==> src/design/clis_pkg.sv <==
// ----------------------------------------------------------------------------
// clis_pkg
// Shared types, constants and helpers for the case-insensitive letter sorter.
// ----------------------------------------------------------------------------
package clis_pkg;

  // default number of characters held per set
  localparam int CAPACITY_DEF   = 32;
  localparam int LETTER_W       = 7;
  // codes above this limit are folded down by the case offset
  localparam logic [LETTER_W-1:0] KEY_FOLD_LIMIT = 7'd91;
  localparam logic [LETTER_W-1:0] CASE_OFFSET    = 7'd32;

  typedef logic [LETTER_W-1:0] letter_t;

  // input request payload
  typedef struct packed {
    letter_t letter;
    logic    final_item;
  } in_item_t;

  // result payload
  typedef struct packed {
    letter_t sorted_letter;
    logic    run_end;
    logic    overflowed;
  } out_item_t;

  // controller states
  typedef enum logic {
    ST_LOAD,
    ST_DRAIN
  } clis_state_t;

  // commands from controller to datapath
  typedef struct packed {
    logic load;   // take the request letter (insert or drop)
    logic pop;    // emit the head of the sorted chain
  } clis_cmd_t;

  // status from datapath to controller
  typedef struct packed {
    logic last_one;  // exactly one character left in the chain
  } clis_stat_t;

  // case-insensitive sort key
  function automatic letter_t sort_key(input letter_t code);
    letter_t k;
    k = (code > KEY_FOLD_LIMIT) ? (code - CASE_OFFSET) : code;
    return k;
  endfunction

endpackage

==> src/design/case_insensitive_letter_sorter_core.sv <==
// ----------------------------------------------------------------------------
// case_insensitive_letter_sorter_core
// Collects characters and returns them in stable case-insensitive order.
// ----------------------------------------------------------------------------
// Loading: one request per cycle when not busy, sorted in on the same cycle.
// A final request starts a drain of n results (n = stored count, 1..CAPACITY),
// one per cycle from the head of the insertion chain; first result strobes
// after the state and result registers; busy stays high through the pops.
// The receiver cannot stall; results are strobed for one cycle each.
// Reset (synchronous, active low) empties the chain and clears the drop flag.
module case_insensitive_letter_sorter_core
  import clis_pkg::*;
#(
  parameter int CAPACITY = CAPACITY_DEF
)
(
  input  logic      clk,
  input  logic      rst_n,
  input  logic      start,
  output logic      busy,
  input  in_item_t  in_item,
  output logic      out_valid,
  output out_item_t out_item
);

  clis_cmd_t  cmd;
  clis_stat_t stat;

  // controller
  clis_ctrl u_ctrl (
    .clk        (clk),
    .rst_n      (rst_n),
    .start      (start),
    .final_item (in_item.final_item),
    .stat       (stat),
    .busy       (busy),
    .cmd        (cmd)
  );

  // datapath
  clis_dp #(
    .CAPACITY (CAPACITY)
  ) u_dp (
    .clk       (clk),
    .rst_n     (rst_n),
    .cmd       (cmd),
    .in_letter (in_item.letter),
    .stat      (stat),
    .out_valid (out_valid),
    .out_item  (out_item)
  );

endmodule

==> src/design/clis_ctrl.sv <==
// ----------------------------------------------------------------------------
// clis_ctrl
// Load/drain state machine; issues load and pop commands to the datapath.
// ----------------------------------------------------------------------------
module clis_ctrl
  import clis_pkg::*;
(
  input  logic       clk,
  input  logic       rst_n,
  input  logic       start,
  input  logic       final_item,
  input  clis_stat_t stat,
  output logic       busy,
  output clis_cmd_t  cmd
);

  clis_state_t state_r, state_nxt;

  // state register
  always_ff @(posedge clk) begin
    if (!rst_n) begin
      state_r <= ST_LOAD;
    end else begin
      state_r <= state_nxt;
    end
  end

  // next state and commands
  always_comb begin
    state_nxt = state_r;
    busy      = 1'b0;
    cmd       = '0;
    case (state_r)
      ST_LOAD: begin
        cmd.load = start;
        if (start && final_item) begin
          state_nxt = ST_DRAIN;
        end
      end
      ST_DRAIN: begin
        busy    = 1'b1;
        cmd.pop = 1'b1;
        if (stat.last_one) begin
          state_nxt = ST_LOAD;
        end
      end
      default: begin
        state_nxt = ST_LOAD;
      end
    endcase
  end

endmodule

==> src/design/clis_dp.sv <==
// ----------------------------------------------------------------------------
// clis_dp
// Sorted insertion chain with fill count, drop flag and result register.
// ----------------------------------------------------------------------------
module clis_dp
  import clis_pkg::*;
#(
  parameter int CAPACITY = CAPACITY_DEF
)
(
  input  logic       clk,
  input  logic       rst_n,
  input  clis_cmd_t  cmd,
  input  letter_t    in_letter,
  output clis_stat_t stat,
  output logic       out_valid,
  output out_item_t  out_item
);

  localparam int CNT_W = $clog2(CAPACITY + 1);

  letter_t    cell_r   [CAPACITY];
  letter_t    cell_nxt [CAPACITY];
  logic [CAPACITY-1:0] sh;
  logic [CNT_W-1:0] count_r, count_nxt;
  logic       drop_r, drop_nxt;
  logic       full;
  letter_t    new_key;
  logic       out_valid_r;
  out_item_t  out_item_r;

  assign full          = (count_r == CNT_W'(CAPACITY));
  assign new_key       = sort_key(in_letter);
  assign stat.last_one = (count_r == CNT_W'(1));

  // per-cell shift enable: cells from the insertion point up to the fill count
  always_comb begin
    for (int i = 0; i < CAPACITY; i++) begin
      sh[i] = (CNT_W'(i) == count_r) ||
              ((CNT_W'(i) < count_r) && (sort_key(cell_r[i]) > new_key));
    end
  end

  // chain next values: insert on load, shift toward the head on pop
  always_comb begin
    for (int i = 0; i < CAPACITY; i++) begin
      cell_nxt[i] = cell_r[i];
      if (cmd.pop) begin
        if (i < CAPACITY - 1) begin
          cell_nxt[i] = cell_r[i+1];
        end
      end else if (cmd.load && !full && sh[i]) begin
        if (i == 0) begin
          cell_nxt[i] = in_letter;
        end else if (!sh[i-1]) begin
          cell_nxt[i] = in_letter;
        end else begin
          cell_nxt[i] = cell_r[i-1];
        end
      end
    end
  end

  // fill count and drop flag
  always_comb begin
    count_nxt = count_r;
    drop_nxt  = drop_r;
    if (cmd.pop) begin
      count_nxt = count_r - CNT_W'(1);
      if (stat.last_one) begin
        drop_nxt = 1'b0;
      end
    end else if (cmd.load) begin
      if (full) begin
        drop_nxt = 1'b1;
      end else begin
        count_nxt = count_r + CNT_W'(1);
      end
    end
  end

  // chain storage (payload, no reset)
  always_ff @(posedge clk) begin
    for (int i = 0; i < CAPACITY; i++) begin
      cell_r[i] <= cell_nxt[i];
    end
  end

  // control registers
  always_ff @(posedge clk) begin
    if (!rst_n) begin
      count_r     <= '0;
      drop_r      <= 1'b0;
      out_valid_r <= 1'b0;
    end else begin
      count_r     <= count_nxt;
      drop_r      <= drop_nxt;
      out_valid_r <= cmd.pop;
    end
  end

  // result register
  always_ff @(posedge clk) begin
    if (cmd.pop) begin
      out_item_r.sorted_letter <= cell_r[0];
      out_item_r.run_end       <= stat.last_one;
      out_item_r.overflowed    <= drop_r;
    end
  end

  assign out_valid = out_valid_r;
  assign out_item  = out_item_r;

endmodule

==> config.mk <==
export PLATFORM = sky130hd
export DESIGN_NAME = case_insensitive_letter_sorter_core
export DESIGN_NICKNAME = d
export VERILOG_FILES = /design/src/design/clis_pkg.sv /design/src/design/case_insensitive_letter_sorter_core.sv /design/src/design/clis_ctrl.sv /design/src/design/clis_dp.sv
export SDC_FILE = /design/constraint.sdc
export NUM_CORES = 1
export LEC_CHECK = 0
export BUFFER_PORTS_ARGS = -buffer_cell sky130_fd_sc_hd__clkbuf_2
export CAP_MARGIN = 30
export CORE_ASPECT_RATIO = 1.75
export CORE_MARGIN = 3
export CORE_UTILIZATION = 40
export DETAILED_ROUTE_END_ITERATION = 10
export MAX_ROUTING_LAYER = met4
export SLEW_MARGIN = 5
export SYNTH_ARGS = -nofsm -noshare
export SYNTH_HDL_FRONTEND = slang
export SYNTH_SLANG_ARGS = --single-unit
export TNS_END_PERCENT = 50
==> constraint.sdc <==
create_clock -name clk -period 9.23 [get_ports clk]
set_input_delay 2.3075 -clock clk [delete_from_list [all_inputs] [get_ports clk]]
set_output_delay 2.3075 -clock clk [all_outputs]
set_load 0.03 [all_outputs]
Yosys cells after proc, flatten, opt, wreduce, memory -nomap -nowiden

Memory sizes are Yosys's and may differ from the RTL's.
Cells that the tools add are included.

Flip-flop bits (word level): 18
Memory bits (writable): 224
Bits of input ports: 11
Memories: 1

Add/sub/neg operators: 35
$lt $le $gt $ge: 97
Equal/unequal tests: 35
Muxes and demuxes: 140
Bitwise operators: 1
Reductions and logical operators: 104

Memories:

| memory      | depth | bits a word | read ports | clocked after Yosys merged registers in | wr ports | line          | text |
|---|---|---|---|---|---|---|---|
| u_dp.cell_r | 32    | 7           | 32         | 0                                       | 32       | clis_dp.sv:22 | `letter_t cell_r [CAPACITY];` |

Operators by type and width:

| kind                  | number |
|---|---|
| $mux W7               | 128 |
| $gt A7 B7 Y1 const B  | 33 |
| $sub A7 B6 Y7 const B | 33 |
| $gt A7 B7 Y1          | 32 |
| $eq A5 B6 Y1 const A  | 16 |
| $lt A5 B6 Y1 const A  | 16 |
| $logic_and A1 B1 Y1   | 66 |
| $eq A4 B6 Y1 const A  | 8 |
| $lt A4 B6 Y1 const A  | 8 |
| $logic_or A1 B1 Y1    | 32 |
| $eq A3 B6 Y1 const A  | 4 |
| $lt A3 B6 Y1 const A  | 4 |
| $mux W6               | 3 |
| $eq A2 B6 Y1 const A  | 2 |
| $lt A1 B6 Y1 const A  | 2 |
| $lt A2 B6 Y1 const A  | 2 |
| $mux W1               | 8 |
| $add A6 B1 Y6 const B | 1 |
| $eq A1 B6 Y1 const A  | 1 |
| $eq A6 B1 Y1 const B  | 1 |
| $eq A6 B6 Y1 const B  | 1 |
| $logic_not A6 Y1      | 1 |
| $sub A6 B1 Y6 const B | 1 |
| $reduce_bool A2 Y1    | 2 |
| 7 further kinds       | 7 |

Longest topological paths before layout

Depth in word-level cells: 8
Mapped depth: 14
Gate-level depth less buffers: 13

Hierarchy

Synthesis repeated with hierarchy kept, for this count alone.

Cell total of the unflattened synthesis: 2239
Area, all modules: 21210.3 um^2

By module, submodules not included:

| module    | instances | cells an instance | area each (um^2) | sequential area each (um^2) |
|---|---|---|---|---|
| clis_dp   | 1         | 2234              | 21156.5          | 7156.9 |
| clis_ctrl | 1         | 5                 | 53.8             | 20.0 |

Worst setup path after synthesis

No wires, ideal clock.

Path kind: input-to-reg
From: in in_item[6] (netlist name)
To: mem u_dp.cell_r[29][0] (netlist name) (enable)
Library setup time: 381 ps
Arrival time: 6462 ps
Data required time: 8849 ps
Slack: 2387 ps
Cell stages on the path: 12
Cells stage by stage: inv_1 -> ha_1 -> nand3_1 -> o21bai_2 -> o31ai_1 -> a22oi_1 -> ha_1 -> and3_1 -> or3b_2 -> a32o_1 -> clkbuf_1 -> o21ai_0

RTL lines:

| item            | line                                      | text |
|---|---|---|
| start, declared | case_insensitive_letter_sorter_core.sv:21 | `input in_item_t in_item,` |
| end, declared   | clis_dp.sv:22                             |  |

==> results.md <==
- The flow ran to the end, and the final reports show no timing, DRC or antenna violations.
- The minimum setup slack in the final design is 2.72 ns.
- The worst-case clock buffer depth is 3.
- The TritonCTS clock tree is done.
- The aggregate negative setup slack is 0 ns.
- Clock-pin slew was measured on the worst setup and hold paths at 0.07 ns.
- The final number of setup-violating endpoints is 0.
- The peak fanout along the critical path is 24.
- Compared with the post-synthesis result, the final layout area differs by 7.64%.
- sky130_fd_sc_hd__edfxtp_1 takes more of the synthesized area than any other cell.
- The wire length per cell is 25.4 um.
- Counting the fill cells in the layout gives 4,966.
- The part of the Yosys area used for sequential elements is 34.3%.
- The total design power is 4.09 mW.
- The number of global-route vias before repair is 18,400.
- The initial utilization of the core area, before any placement, comes to 40.5%.
- The max-slew violation total from the final report was 0.
- The largest net degree at the start of global routing is 205.
- The total routing resource utilization after global routing is 26.0%.
- The number of antenna diodes in the final layout is 0.
- The count of nets left with antenna violations once routing finished came out at 0.
- The number of warning messages in the yosys log is 0.
- The classification of the worst setup path is primary input to flop.
- The net count of the finished layout is 2,401.
- Once placement finished, the instance area stood at 21,700 um2.
- The height of the die is 308 um.
- The worst hold-check slack is 0.448 ns.
- After detailed routing, the number of remaining DRC violations is 0.
- The kind of start point of the critical path is a primary input.
- For this design the ratio of total power to cell area is 182 nW/um2.
- The post-route minimum period is 6.51 ns.
- The number of cells produced by synthesis is 2,152.
- The number of buffers inserted during clock tree synthesis is 23.
- The top-area cell type share of the netlist area is 33.5%.
- After detailed routing, the number of vias per cell comes to 6.55.
- The clock skew after layout is 0.0249 ns.
- The type of the most critical hold path is flop to flop.
- The global-route wire length before repair is 108,000 um.
- The root buffer selected by CTS is sky130_fd_sc_hd__clkbuf_16.
- At the placement stage, the worst setup path has a slack of 2.02 ns.
- After synthesis the netlist holds a flip-flop and latch count of 242.
- For the pin with the worst max-slew slack, the measured transition is 1.15 ns.
- The number of gates resized after CTS is 0.
- STA classifies the critical path endpoint as a flop.
- The count of flip-flops with a built-in enable after synthesis is 233.
- The pre-antenna-repair detailed-routing pass consisted of 8 iterations.
- The routed wire length is 71,700 um.
- The relative max-transition margin is 23.6%.
- The commonest cells after synthesis are sky130_fd_sc_hd__ha_1, sky130_fd_sc_hd__edfxtp_1, sky130_fd_sc_hd__a21oi_1.
- The clock latency at the later pin of the worst-skew pair is 0.56 ns.
- Timing would allow up to 153 MHz.
- The initial antenna violation count was 0.
- STA puts the critical path data required time at 9.40 ns.
- The count of endpoints failing hold in the final timing report came to 0.
- By area the synthesized netlist is led by sky130_fd_sc_hd__edfxtp_1, sky130_fd_sc_hd__ha_1, sky130_fd_sc_hd__a221o_1, sky130_fd_sc_hd__a21oi_1, sky130_fd_sc_hd__mux2i_1.
- Setup repair after global routing left no endpoint under its margin.
- The chip width is 179 um.
- CTS built an H-tree with a depth of 1.
- The CTS sink count is 242.
- The share of async-settable or async-resettable flops after synthesis is 0%.
- The final clock period utilization by the worst path is 70.6%.
- The number of DRC markers after the initial detailed-route iteration is 1,607.
- In this run the tool buffered the top-level ports with 21 buffer cells.
- The leading cell type by number of instances after synthesis is sky130_fd_sc_hd__ha_1.
- The net count of the mapped netlist is 2,425.
- For this design, the CTS-stage hold fixing added 0 buffers.
- The routed layout has 18,500 vias.
- The data arrival time of the critical path is 6.69 ns.
- Of the cells placed in the final design, the portion with a size suffix greater than 1 is 7.79%.
- The average cell area after synthesis is 9.72 um2.
- The combined area of all synthesized cells is 20,900 um2.
- In this run the static leakage power is 8.78 nW.
- The commonest register cell after synthesis is sky130_fd_sc_hd__edfxtp_1.
- After synthesis, the netlist uses 81 different library cells.
- The area of all placed cells without fillers is 22,500 um2.
- The largest voltage drop on the vdd net is 82.4 uV.
- The standard-cell row count is 110.
- The area of the core is 51,600 um2.
- In this run the post-CTS setup repair buffer count came out at 0.
- Pin placement for this block handled 22 I/O pins.
- The total half-perimeter wirelength after legalization and detailed placement is 49,900 um.
- The die footprint is 55,200 um2.
- Routability-driven placement finished with a final weighted congestion of 0.909.
- The remaining global-route overflow is 0.
- The reported max-cap violation count is 0.
[worst max-delay path, stage by stage]
cell and delay, ns:
sky130_fd_sc_hd__clkbuf_2 0.41, sky130_fd_sc_hd__inv_1 0.28, sky130_fd_sc_hd__ha_1 0.18, sky130_fd_sc_hd__nand3_1 0.10, sky130_fd_sc_hd__o21bai_2 0.31, sky130_fd_sc_hd__o31ai_1 0.14
sky130_fd_sc_hd__a22oi_2 0.59, sky130_fd_sc_hd__buf_12 0.29, sky130_fd_sc_hd__ha_1 0.19, sky130_fd_sc_hd__and3_1 0.18, sky130_fd_sc_hd__nand4_1 0.10, sky130_fd_sc_hd__o21ba_2 0.20
sky130_fd_sc_hd__o22ai_1 0.76, sky130_fd_sc_hd__o21ai_0 0.59
[metrics by stage]
stage          instances  util, %
2_1_floorplan       2152        -
3_3_place_gp        2762     42.0
3_5_place_dp        2764     42.1
4_1_cts             2806     43.5
5_1_grt             2817     43.6
6_report            2817     43.6
[final timing paths]
kind / start / end / slack, ns / cells after the start
max reg2reg: u_dp.count_r[1] / u_dp.cell_r[5][4] / 5.06 / 5
min: u_dp.drop_r / u_dp.out_item[0] / 0.45 / 0
min reg2reg: u_dp.drop_r / u_dp.out_item[0] / 0.45 / 0
max: in_item[6] / u_dp.cell_r[11][0] / 2.72 / 14
[metal layers]
metal,wire length [um],part of all wire (%),GRT usage (%),up-vias
li1,-,-,-,8398
met1,26600,37,27.9,8956
met2,35200,49,44.5,822
met3,4110,5.7,2.96,282
met4,5720,8.0,17.6,0
met5,0,0,-,-
[final cells by class]
cell class	instances	area (um2)	area share (%)
clock buffer	26	587	2.61
clock inverter	16	140	0.622
inverter	123	464	2.06
multi-input combinational	1667	12800	56.9
sequential	242	7180	31.9
tap	672	841	3.73
timing repair buffer	71	492	2.18
[report_power, final]
| group | total [mW] | internal (mW) | switching (mW) |
|---|---|---|---|
| clock | 0.965 | 0.516 | 0.448 |
| sequential | 1.68 | 1.43 | 0.251 |
| combinational | 1.45 | 0.594 | 0.855 |
| total | 4.09 | 2.54 | 1.55 |
[layout by cell type, fill, tap and decap left out, types with 6 or more instances in the layout]
master                      instances
sky130_fd_sc_hd__o21ai_0           98
sky130_fd_sc_hd__nor3_1            40
sky130_fd_sc_hd__nor2b_1           27
sky130_fd_sc_hd__nand2_1          106
sky130_fd_sc_hd__mux2_2            17
sky130_fd_sc_hd__ha_1             262
sky130_fd_sc_hd__nor2_1            84
sky130_fd_sc_hd__xnor2_1           35
sky130_fd_sc_hd__mux2i_1           64
sky130_fd_sc_hd__a21oi_1          165
sky130_fd_sc_hd__o221ai_1          16
sky130_fd_sc_hd__o21a_1            30
sky130_fd_sc_hd__o21bai_1          29
sky130_fd_sc_hd__buf_4             38
sky130_fd_sc_hd__o22ai_1           13
sky130_fd_sc_hd__clkinv_1           6
sky130_fd_sc_hd__nand2b_1          41
sky130_fd_sc_hd__nor2_2             6
sky130_fd_sc_hd__a22o_1            28
sky130_fd_sc_hd__nor3b_1           64
sky130_fd_sc_hd__nand3_1           70
sky130_fd_sc_hd__nand4_1           42
sky130_fd_sc_hd__edfxtp_1         233
sky130_fd_sc_hd__clkbuf_16         23
sky130_fd_sc_hd__o31a_1            24
sky130_fd_sc_hd__dfxtp_1            8
sky130_fd_sc_hd__o221a_2            8
sky130_fd_sc_hd__and3_1            31
sky130_fd_sc_hd__a21o_1            28
sky130_fd_sc_hd__and2_1            13
sky130_fd_sc_hd__a31oi_1           35
sky130_fd_sc_hd__a2bb2oi_1         23
sky130_fd_sc_hd__inv_1            118
sky130_fd_sc_hd__a221o_1          103
sky130_fd_sc_hd__clkbuf_2          23
sky130_fd_sc_hd__or3_1             10
sky130_fd_sc_hd__a22oi_1           24
sky130_fd_sc_hd__o31ai_1           42
[cell families (layout without fill, tap and decap cells)]
logic type               Yosys count  count (layout)  share of synthesized area, %
adder cells (fa/ha/maj)          265             265                          15.8
flip-flops                       242             242                          34.3
XOR/XNOR                          35              35                          1.47
AND/OR/NAND/NOR                  552             552                          14.0
buffers and inverters            243             236                          4.62
multiplexers                      83              83                          4.12
AO/OA/AOI/OAI                    732             732                          25.7
[state kept, by name (all words and copies together) (netlist names)]
signal          count
u_dp.drop_r         1
u_dp.out_item       9
u_dp.count_r        6
u_dp.cell_r       224
u_dp.out_valid      1
u_ctrl.state_r      1
No activity file was read; power rests on OpenSTA's default activity.
